[config.mk]
export PLATFORM = sky130hd
export DESIGN_NAME = hook_match_table_unit
export DESIGN_NICKNAME = d
export VERILOG_FILES = /design/src/rtl/core/hmt_pkg.sv /design/src/rtl/core/hmt_cell.sv /design/src/rtl/core/hook_match_table_unit.sv
export SDC_FILE = /design/constraint.sdc
export NUM_CORES = 1
export LEC_CHECK = 0
export ABC_AREA = 1
export ABC_CLOCK_PERIOD_IN_PS = 21800
export BUFFER_PORTS_ARGS = -buffer_cell sky130_fd_sc_hd__buf_2
export CAP_MARGIN = 20
export CORE_ASPECT_RATIO = 1.1
export CORE_MARGIN = 3
export CORE_UTILIZATION = 35
export DETAILED_ROUTE_END_ITERATION = 7
export GPL_ROUTABILITY_DRIVEN = 0
export PLACE_DENSITY = 0.52
export RECOVER_POWER = 50
export SLEW_MARGIN = 10
export SYNTH_ARGS = -nofsm -noshare
export SYNTH_HDL_FRONTEND = slang
export SYNTH_SLANG_ARGS = --single-unit
[constraint.sdc]
create_clock -name clk -period 21.8 [get_ports clk]
set_clock_uncertainty 0.15 [all_clocks]
set_input_delay 0 -clock clk [delete_from_list [all_inputs] [get_ports clk]]
set_output_delay 0 -clock clk [all_outputs]
set_load 0.02 [all_outputs]
[src/rtl/core/hmt_pkg.sv]
// Shared types and codes for the hook match table.
package hmt_pkg;

  localparam int unsigned OP_W     = 2;
  localparam int unsigned HTYPE_W  = 4;
  localparam int unsigned TVAL_W   = 64;
  localparam int unsigned STATUS_W = 2;
  localparam int unsigned ECOUNT_W = 4;

  // Operation codes; the unused code behaves as a query.
  localparam logic [OP_W-1:0] OP_INSERT = 2'd0;
  localparam logic [OP_W-1:0] OP_REMOVE = 2'd1;
  localparam logic [OP_W-1:0] OP_QUERY  = 2'd2;

  // Status codes.
  localparam logic [STATUS_W-1:0] ST_OK   = 2'd0;
  localparam logic [STATUS_W-1:0] ST_FULL = 2'd1;
  localparam logic [STATUS_W-1:0] ST_NONE = 2'd2;

  typedef struct packed {
    logic [OP_W-1:0]    operation;
    logic [HTYPE_W-1:0] hook_type;
    logic [TVAL_W-1:0]  trig_value;
  } hmt_in_t;

  typedef struct packed {
    logic [STATUS_W-1:0] status;
    logic [ECOUNT_W-1:0] entry_count;
  } hmt_out_t;

  // Broadcast to every cell in the row.
  typedef struct packed {
    logic               rem_en;
    logic [HTYPE_W-1:0] key_type;
    logic [TVAL_W-1:0]  key_value;
  } hmt_ctrl_t;

endpackage

[src/rtl/core/hmt_cell.sv]
// One slot of the match table: stored entry, compare and down-shift.
module hmt_cell #(
  parameter int unsigned TW = 4
) (
  input  logic                  clk,
  input  hmt_pkg::hmt_ctrl_t    ctrl,
  input  logic                  occupied,
  input  logic                  ins_sel,
  input  logic                  hit_in,
  output logic                  hit_out,
  input  logic [TW-1:0]         nb_type,
  input  logic [hmt_pkg::TVAL_W-1:0] nb_value,
  output logic [TW-1:0]         ent_type,
  output logic [hmt_pkg::TVAL_W-1:0] ent_value
);
  import hmt_pkg::*;

  logic [TW-1:0]     type_r;
  logic [TW-1:0]     type_nxt;
  logic [TVAL_W-1:0] value_r;
  logic [TVAL_W-1:0] value_nxt;
  logic              match;

  // Local hit, chained so hit_out means "a match at this slot or below".
  assign match   = occupied && (type_r == ctrl.key_type[TW-1:0]) &&
                   (value_r == ctrl.key_value);
  assign hit_out = hit_in | match;

  always_comb begin
    type_nxt  = type_r;
    value_nxt = value_r;
    priority if (ins_sel) begin
      type_nxt  = ctrl.key_type[TW-1:0];
      value_nxt = ctrl.key_value;
    end else if (ctrl.rem_en && hit_out) begin
      type_nxt  = nb_type;
      value_nxt = nb_value;
    end
  end

  always_ff @(posedge clk) begin
    type_r  <= type_nxt;
    value_r <= value_nxt;
  end

  assign ent_type  = type_r;
  assign ent_value = value_r;

endmodule

[src/rtl/core/hook_match_table_unit.sv]
// Top level of the hook match table: cell row, entry count and result register.
//
//  channel | ports                       | direction | moves
//  --------+-----------------------------+-----------+-------------------------------
//  in      | in_valid, in_stall, in_item | into unit | one operation per transfer
//  out     | out_valid, out_stall, out_item | out    | status and entry count
//
// For every operation, all cells compare against the key at once, a hit ripples
// up the row, and on removal each cell at or above the first hit loads its upper
// neighbour. The result lands in the output register in the cycle after the
// input transfer. Reset clears the entry count and the output valid only; slot
// contents stay undefined until written. The input stalls only while a result
// waits in the output register and the output is stalled.
module hook_match_table_unit #(
  parameter int unsigned MAX_ENTRIES = 8,
  parameter int unsigned TYPE_BITS   = 4
) (
  input  logic              clk,
  input  logic              rst_n,
  input  logic              in_valid,
  output logic              in_stall,
  input  hmt_pkg::hmt_in_t  in_item,
  output logic              out_valid,
  input  logic              out_stall,
  output hmt_pkg::hmt_out_t out_item
);
  import hmt_pkg::*;

  // Type bits above the port width are always zero, so store no more than that.
  localparam int unsigned TW = (TYPE_BITS < HTYPE_W) ? TYPE_BITS : HTYPE_W;
  localparam int unsigned CW = $clog2(MAX_ENTRIES + 1);

  logic [CW-1:0]     cnt_r;
  logic [CW-1:0]     cnt_nxt;
  logic              out_valid_r;
  logic              out_valid_nxt;
  hmt_out_t          out_item_r;
  hmt_out_t          out_item_nxt;

  logic              accept;
  logic              is_ins;
  logic              is_rem;
  logic              full;
  logic              any_hit;
  hmt_ctrl_t         ctrl;

  logic [MAX_ENTRIES:0]  hit_chain;
  logic [TW-1:0]         ent_type  [MAX_ENTRIES];
  logic [TVAL_W-1:0]     ent_value [MAX_ENTRIES];

  // Handshake: result register frees when empty or being taken.
  assign in_stall = out_valid_r && out_stall;
  assign accept   = in_valid && !in_stall;

  assign is_ins  = accept && (in_item.operation == OP_INSERT);
  assign is_rem  = accept && (in_item.operation == OP_REMOVE);
  assign full    = (cnt_r == CW'(MAX_ENTRIES));
  assign any_hit = hit_chain[MAX_ENTRIES];

  assign ctrl.rem_en    = is_rem;
  assign ctrl.key_type  = in_item.hook_type;
  assign ctrl.key_value = in_item.trig_value;

  assign hit_chain[0] = 1'b0;

  // Cell row; the top cell shifts in its own contents (no neighbour above).
  for (genvar k = 0; k < MAX_ENTRIES; k++) begin : g_cell
    logic [TW-1:0]     nb_type;
    logic [TVAL_W-1:0] nb_value;

    if (k + 1 < MAX_ENTRIES) begin : g_nb
      assign nb_type  = ent_type[k+1];
      assign nb_value = ent_value[k+1];
    end else begin : g_top
      assign nb_type  = ent_type[k];
      assign nb_value = ent_value[k];
    end

    hmt_cell #(
      .TW (TW)
    ) u_cell (
      .clk       (clk),
      .ctrl      (ctrl),
      .occupied  (CW'(k) < cnt_r),
      .ins_sel   (is_ins && (cnt_r == CW'(k))),
      .hit_in    (hit_chain[k]),
      .hit_out   (hit_chain[k+1]),
      .nb_type   (nb_type),
      .nb_value  (nb_value),
      .ent_type  (ent_type[k]),
      .ent_value (ent_value[k])
    );
  end

  // Count update and result.
  always_comb begin
    cnt_nxt = cnt_r;
    if (is_ins && !full) begin
      cnt_nxt = cnt_r + CW'(1);
    end else if (is_rem && any_hit) begin
      cnt_nxt = cnt_r - CW'(1);
    end
  end

  always_comb begin
    out_item_nxt = out_item_r;
    if (accept) begin
      if (in_item.operation == OP_INSERT) begin
        out_item_nxt.status = full ? ST_FULL : ST_OK;
      end else begin
        out_item_nxt.status = any_hit ? ST_OK : ST_NONE;
      end
      out_item_nxt.entry_count = ECOUNT_W'(cnt_nxt);
    end
  end

  assign out_valid_nxt = accept || (out_valid_r && out_stall);

  always_ff @(posedge clk) begin
    if (!rst_n) begin
      cnt_r       <= '0;
      out_valid_r <= 1'b0;
    end else begin
      cnt_r       <= cnt_nxt;
      out_valid_r <= out_valid_nxt;
    end
  end

  always_ff @(posedge clk) begin
    out_item_r <= out_item_nxt;
  end

  assign out_valid = out_valid_r;
  assign out_item  = out_item_r;

endmodule
==> run summary, run 1 <==
================================================================================
Status ............................................................ finished, violations left
Violated checks ................................................... max-capacitance violations, max-slew violations
Ys flop type ......................................................     edfxtp_1
Overflow left after global routing ................................            0
Top post-synthesis cells by area .................................. edfxtp_1 (55%), nand2_1 (12%), o21ai_0 (8.3%)
Warnings, synthesis ...............................................            0
Max IR drop VDD ...................................................   0.07090 mV
Chip height .......................................................     313.7 um
Starting Density ..................................................       0.3542
Routed wire length ................................................     77.59 mm
Gates resized, CTS repair .........................................            0
Post-cts hold buffer count ........................................           76
First-pass GRT wire length ........................................     120.3 mm
H-tree level count ................................................            2
Via count .........................................................       21,284
Post-synth EDFFs ..................................................          550
Synth cell types ..................................................           47
Clock Pin Slew Worst Setup and Hold Paths .........................      0.06 ns
Final core utilization ............................................       0.3934
Fraction of final layout cells with drive strength greater than 1 .      0.06403
Longest Clk Path Bufs .............................................            3
Placed wire-length estimate after detailed placement ..............     51.92 mm
Path category of the worst min-delay check ........................    in -> reg
Category of the most critical setup path ..........................   reg -> reg
Per-instance average area after synthesis .........................    9.343 um2
Via count of the first global-routing pass ........................       20,146
Width of the die ..................................................     285.8 um
Vias per cell .....................................................        4.782
Post-synthesis cell type with the largest combined area ...........     edfxtp_1
DRC violations left ...............................................            0
Time the final worst path needs with I/O delays and setup .........     6.725 ns
Post-synthesis cell count .........................................        3,225
Final count of hold timing violations .............................            0
TritonCTS clock tree ..............................................         done
Lkg Pwr ...........................................................     13.02 nW
I/O Pins ..........................................................           82
Post-Synthesis Cell Area ..........................................   30,130 um2
Die ar. ...........................................................   89,650 um2
Max-slew violation count ..........................................          688
Count of final setup violators ....................................            0
Area overhead of the layout relative to synthesis .................       11.05%
Ant diodes ........................................................            0
Max Clk Rate ......................................................    148.7 MHz
Total number of placement rows ....................................          112
Cell area power density ........................................... 69.58 nW/um2
Setup total negative slack ........................................         0 ns
Net count after synthesis .........................................        3,303
Async set or reset register ratio after synthesis .................            0
Slew at the pin closest to its max-slew limit .....................     4.412 ns
Setup bufs post-CTS ...............................................            0
Post-synth top cells .............................................. nand2_1 (948), edfxtp_1 (550), o21ai_0 (497)
Number of max-cap violations ......................................           12
Required time worst endpoint ......................................     21.84 ns
DRT iter0 DRCs ....................................................        1,570
Sequential element share of the synthesized area ..................       0.5515
Drt wl/cell .......................................................     17.43 um
Largest net degree at the start of global routing .................          105
Number of buffers inserted during clock tree synthesis ............           61
Detailed Routing Iterations Pass 1 ................................            5
Final net count ...................................................        3,339
Cell chosen for the clock root ....................................    clkbuf_16
Number of synthesized register bits ...............................          555
Final period utilization ..........................................       0.3085
Clock latency reported for the late side of the worst-skew pair ...      0.63 ns
Number of antenna-violating nets in the routed design .............            0
Port bufs .........................................................           81
Critical Path End Type ............................................         flop
Max_slew headroom .................................................       -1.942
Area share of the leading cell type in the synthesized netlist ....       0.5481
Placeable core region .............................................   85,060 um2
Most frequent cell after synthesis ................................      nand2_1
Maximum fanout count along the critical path ......................           90
Antenna violations before repair ..................................            0
Crit path launch type .............................................         flop
Overall routing resource usage ....................................       0.1714
RSZ-0062 raised after global routing ..............................        false
Num Clock Sinks ...................................................          555
Data arrival time at the worst-slack endpoint .....................      6.77 ns
================================================================================
[stage by stage]
stage / cells / hold WS (ns) / setup WS, ns / power, mW / cell area (um2)
2_1_floorplan: 3225 / -0.05113 / 13.49 / 1.292 / 30130
3_3_place_gp: 4259 / 0.1369 / 17.67 / 1.322 / 30960
3_5_place_dp: 4260 / 0.1402 / 17.68 / 1.323 / 30980
4_1_cts: 4449 / 0.03868 / 17.66 / 2.361 / 33660
5_1_grt: 4451 / 0.1001 / 14.41 / 2.409 / 33460
6_report: 4451 / 0.08352 / 15.08 / 2.328 / 33460
[cells by family (layout without fill, tap and decap cells)]
| kind of cell | count (synthesis) | count (layout) | share of synthesized area |
|---|---|---|---|
| simple gates | 1394 | 1394 | 0.1907 |
| fa+ha+maj | 4 | 4 | 0.001661 |
| compound gates | 537 | 537 | 0.09057 |
| flops | 555 | 555 | 0.5515 |
| xor+xnor | 344 | 344 | 0.1000 |
| buf+inv | 391 | 477 | 0.06557 |
[area by class of cell]
cell class / instances / area, um2
Tap cell: 1140 / 1426
Fill cell: 8447 / 51600
Timing Repair Buffer: 176 / 1240
Multi-Input combinational cell: 2279 / 11540
Clock buffer: 79 / 1637
Inverter: 188 / 725.7
Sequential cell: 555 / 16620
Clock inverter: 34 / 277.8
[routing by layer]
metal  share of wire  up-vias  wire length (um)  global-route usage
met1            0.47    10021             36700              0.2416
li1                -    10780                 -                   -
met5               0        -                 0                   0
met4           0.019        0              1459             0.04258
met3           0.046       88              3542             0.02117
met2            0.46      395             35890              0.2810
[where the power goes]
part / total (mW) / internal, mW / switching, mW
Clock: 1.02 / 0.583 / 0.438
Sequential: 1.17 / 1.17 / 0.00220
Combinational: 0.140 / 0.0466 / 0.0929
[sequential cells by signal (all words and copies together), names as in the netlist]
register,cells
cnt_r,4
out_valid,1
g_cell.u_cell.ent_type,32
g_cell.u_cell.ent_value,512
out_item,6
[layout by cell type (no fill, tap or decap), types with 8 or more instances in the layout]
cell type      synthesis  routed
buf_4                 56       9
clkbuf_1              77      99
clkbuf_16              0      63
clkinv_1               0      19
clkinv_2               0       8
dlygate4sd3_1          0      76
edfxtp_1             550     550
inv_1                128     132
inv_2                 54      50
nand2_1              948     948
nand3_1               68      68
nand4_1               29      30
nor2_1               223     224
nor3_1                43      43
o21ai_0              497     496
o21ai_1               20      19
or2_1                 11      11
or2_2                 38      38
xnor2_1              115     115
xor2_1               229     229
[worst paths after layout]
kind | start | end | slack (ns) | cells past startpoint
worst max register to register | out_valid$_SDFF_PN0_ | g_cell[6].u_cell.ent_type[0]$_DFFE_PP_ | 15.08 | 9
worst min register to register | g_cell[3].u_cell.ent_value[27]$_DFFE_PP_ | g_cell[2].u_cell.ent_value[27]$_DFFE_PP_ | 0.41 | 2
worst min-delay path | rst_n | cnt_r[3]$_SDFF_PN0_ | 0.08 | 4
worst max-delay path | out_valid$_SDFF_PN0_ | g_cell[6].u_cell.ent_type[0]$_DFFE_PP_ | 15.08 | 9
[worst max-delay path: stages, from the launching register on]
cell,delay [ns]
dfxtp_1,0.32
nand2_1,0.07
inv_1,0.13
nor2_1,0.15
nand2_1,0.15
inv_1,0.16
nand4_1,0.11
clkbuf_1,1.66
clkbuf_1,2.90
o21ai_0,0.46
No activity file was read; power rests on OpenSTA's default activity.
==> inputs of run 2 (changes only) <==
- ABC_CLOCK_PERIOD_IN_PS: 21800 -> 6300
- clock period: 21.8 -> 6.3 ns (I/O delays scaled with it)
==> run 2 against run 1 <==
The flow still finishes with violations (max-capacitance violations, max-slew violations). Count of clock-buffer cells in the layout grew 13. Design area grew 0.21%. Die area is the same. Critical path depth shrank 1. Final cell count is essentially flat. Utilization grew 0.082 points. Sequential power grew to 3.5 times the previous value. Flip-flop and latch count is the same. Hold slack gained 0.039 ns. Global-route usage grew 0.67 points. Largest cell class unchanged.
==> run summary, run 2 (synthesis results as in run 1) <==
================================================================================
Status ............................................................ finished, violations left
Violated checks ................................................... max-capacitance violations, max-slew violations
Final cell count without fillers ..................................        4,450
Crit-path cells ................................................... nand2_1 -> inv_1 -> nor2_1 -> nand2_1 -> inv_1 -> nand3_1 -> o21ai_4 -> buf_4
Die ar. ...........................................................   89,650 um2
Max Clk Rate ......................................................    218.9 MHz
Multi-input combinational cell area ...............................   11,580 um2
Starting Density ..................................................       0.3542
Post-route worst setup slack ......................................     1.731 ns
WP depth ..........................................................            8
Time the final worst path needs with I/O delays and setup .........     4.569 ns
Crit path buf inv count ...........................................            3
Placeable core region .............................................   85,060 um2
Clock latency reported for the late side of the worst-skew pair ...      0.60 ns
Width of the die ..................................................     285.8 um
Max_slew headroom .................................................       -1.181
DRT iter0 DRCs ....................................................        1,671
Area overhead of the layout relative to synthesis .................       11.29%
Category of the most critical setup path ..........................   reg -> reg
H-tree level count ................................................            3
Number of max-cap violations ......................................            6
Number of cells on the worst reg-to-reg path ......................            8
Number of antenna-violating nets in the routed design .............            0
Post-placement cell count .........................................        4,262
Worst setup slack for register-to-register paths ..................      1.73 ns
Number of flip-flops under the largest register name ..............          512
Vias per cell .....................................................        4.819
CP max stage cell .................................................      nand3_1
Chip height .......................................................     313.7 um
Max IR drop VDD ...................................................    0.1663 mV
First-pass GRT wire length ........................................     122.9 mm
Number of buffers inserted during clock tree synthesis ............           66
Antenna violations before repair ..................................            3
Required time worst endpoint ......................................      6.37 ns
Wire length on met1 ...............................................     37.23 mm
Cell chosen for the clock root ....................................    clkbuf_16
TritonCTS clock tree ..............................................         done
Overall routing resource usage ....................................       0.1782
Final net count ...................................................        3,344
Clock Pin Slew Worst Setup and Hold Paths .........................      0.06 ns
DRC violations left ...............................................            0
Total number of placement rows ....................................          112
I/O Pins ..........................................................           82
Worst reg2reg startpoint .......................................... out_valid$_SDFF_PN0_
Reg-to-reg critical path endpoint ................................. g_cell[2].u_cell.ent_value[48]$_DFFE_PP_
Via count .........................................................       21,446
Hold Startpoint ...................................................        rst_n
Start point of the critical path .................................. out_valid$_SDFF_PN0_
Longest Clk Path Bufs .............................................            3
Routed wire length on met3 ........................................     3.858 mm
Worst path max stage delay ........................................      1.01 ns
Crit path launch type .............................................         flop
Final period utilization ..........................................       0.7252
Hold_ws ...........................................................    0.1226 ns
Highest metal layer with signal wires .............................         met4
Post-cts hold buffer count ........................................           76
Total length of routed met2 wires .................................     37.34 mm
Largest net degree at the start of global routing .................          109
Critical Path Sink ................................................ g_cell[2].u_cell.ent_value[48]$_DFFE_PP_
Cell area power density ........................................... 241.0 nW/um2
Top Family by Delay on Critical Path .............................. simple AND/OR/NAND/NOR gates
Drt wl/cell .......................................................     18.12 um
Via count of the first global-routing pass ........................       20,355
Most common cell after layout, fill and taps aside ................      nand2_1
Path category of the worst min-delay check ........................    in -> reg
Setup total negative slack ........................................         0 ns
Detailed Routing Iterations Pass 1 ................................            5
Gates resized, CTS repair .........................................            0
Routed wire length ................................................     80.63 mm
Maximum fanout count along the critical path ......................           46
Lkg Pwr ...........................................................     13.06 nW
Fraction of final layout cells with drive strength greater than 1 .      0.06771
Data arrival time at the worst-slack endpoint .....................      4.64 ns
Critical Path End Type ............................................         flop
Most frequent cells in the layout ................................. nand2_1 (943), edfxtp_1 (550), o21ai_0 (496), xor2_1 (229), nor2_1 (223)
RSZ-0062 raised after global routing ..............................        false
Final count of hold timing violations .............................            0
Final core utilization ............................................       0.3942
Register area .....................................................   16,620 um2
Placed wire-length estimate after detailed placement ..............     54.82 mm
Slew at the pin closest to its max-slew limit .....................     3.271 ns
Placement-stage worst setup slack .................................     2.345 ns
Setup bufs post-CTS ...............................................            0
Number of fill cells in the layout ................................        8,418
Overflow left after global routing ................................            0
Num Clock Sinks ...................................................          555
Port bufs .........................................................           81
Count of final setup violators ....................................            0
Max-slew violation count ..........................................          298
================================================================================
## run 2: cell types whose count changed in the layout (fill, tap and decap cells not counted), moves of 2 or more
cell and delta:
buf_4 +4, bufinv_16 -5, clkbuf_16 +8, clkbuf_2 +2
clkinv_1 -8, clkinv_2 -4, diode_2 +2, nand2_1 -5
nand2_4 +5
## run 2: tightest hold or removal path: cells and delay by family
family                 cells  cell delay, ns
buffers and inverters      3            0.71
AND/OR/NAND/NOR            1            0.12
## run 2: stage by stage
stage	instance area [um2]	total power, mW
2_1_floorplan	30140	4.469
3_3_place_gp	31000	4.576
3_5_place_dp	31020	4.577
4_1_cts	33730	8.192
5_1_grt	33530	8.372
6_report	33530	8.080
## run 2: where the power goes
| part | total (mW) | switching (mW) | leakage [nW] | internal (mW) |
|---|---|---|---|---|
| Clock | 3.55 | 1.51 | 0.937 | 2.04 |
| Sequential | 4.04 | 0.00770 | 5.00 | 4.03 |
| Combinational | 0.484 | 0.324 | 7.12 | 0.160 |
## run 2: routing by layer
| layer | vias to the layer above | track usage |
|---|---|---|
| met5 | - | 0 |
| met4 | 0 | 0.05770 |
| met3 | 108 | 0.02509 |
| met2 | 475 | 0.2887 |
| met1 | 10098 | 0.2465 |
| li1 | 10765 | - |
## run 2: area by class of cell
cell class / instances / area share
flip-flops and latches: 555 / 0.4955
multi-input cells: 2279 / 0.3455
clock buffers: 92 / 0.05534
well taps: 1140 / 0.04254
repair buffers: 176 / 0.03679
inverters: 188 / 0.02164
clock inverters: 18 / 0.002537
diodes: 2 / 0.0001493
## run 2: worst min-delay path by stage
stage                     slack, ns  cells after the start                                 endpoint
after floorplan               -0.05                      0   g_cell[7].u_cell.ent_type[0]$_DFFE_PP_
after global placement         0.14                      1  g_cell[7].u_cell.ent_value[5]$_DFFE_PP_
after detailed placement       0.14                      1  g_cell[7].u_cell.ent_value[5]$_DFFE_PP_
after CTS                      0.05                      2  g_cell[7].u_cell.ent_value[5]$_DFFE_PP_
after global routing           0.15                      4                      cnt_r[3]$_SDFF_PN0_
final                          0.12                      4                      cnt_r[3]$_SDFF_PN0_
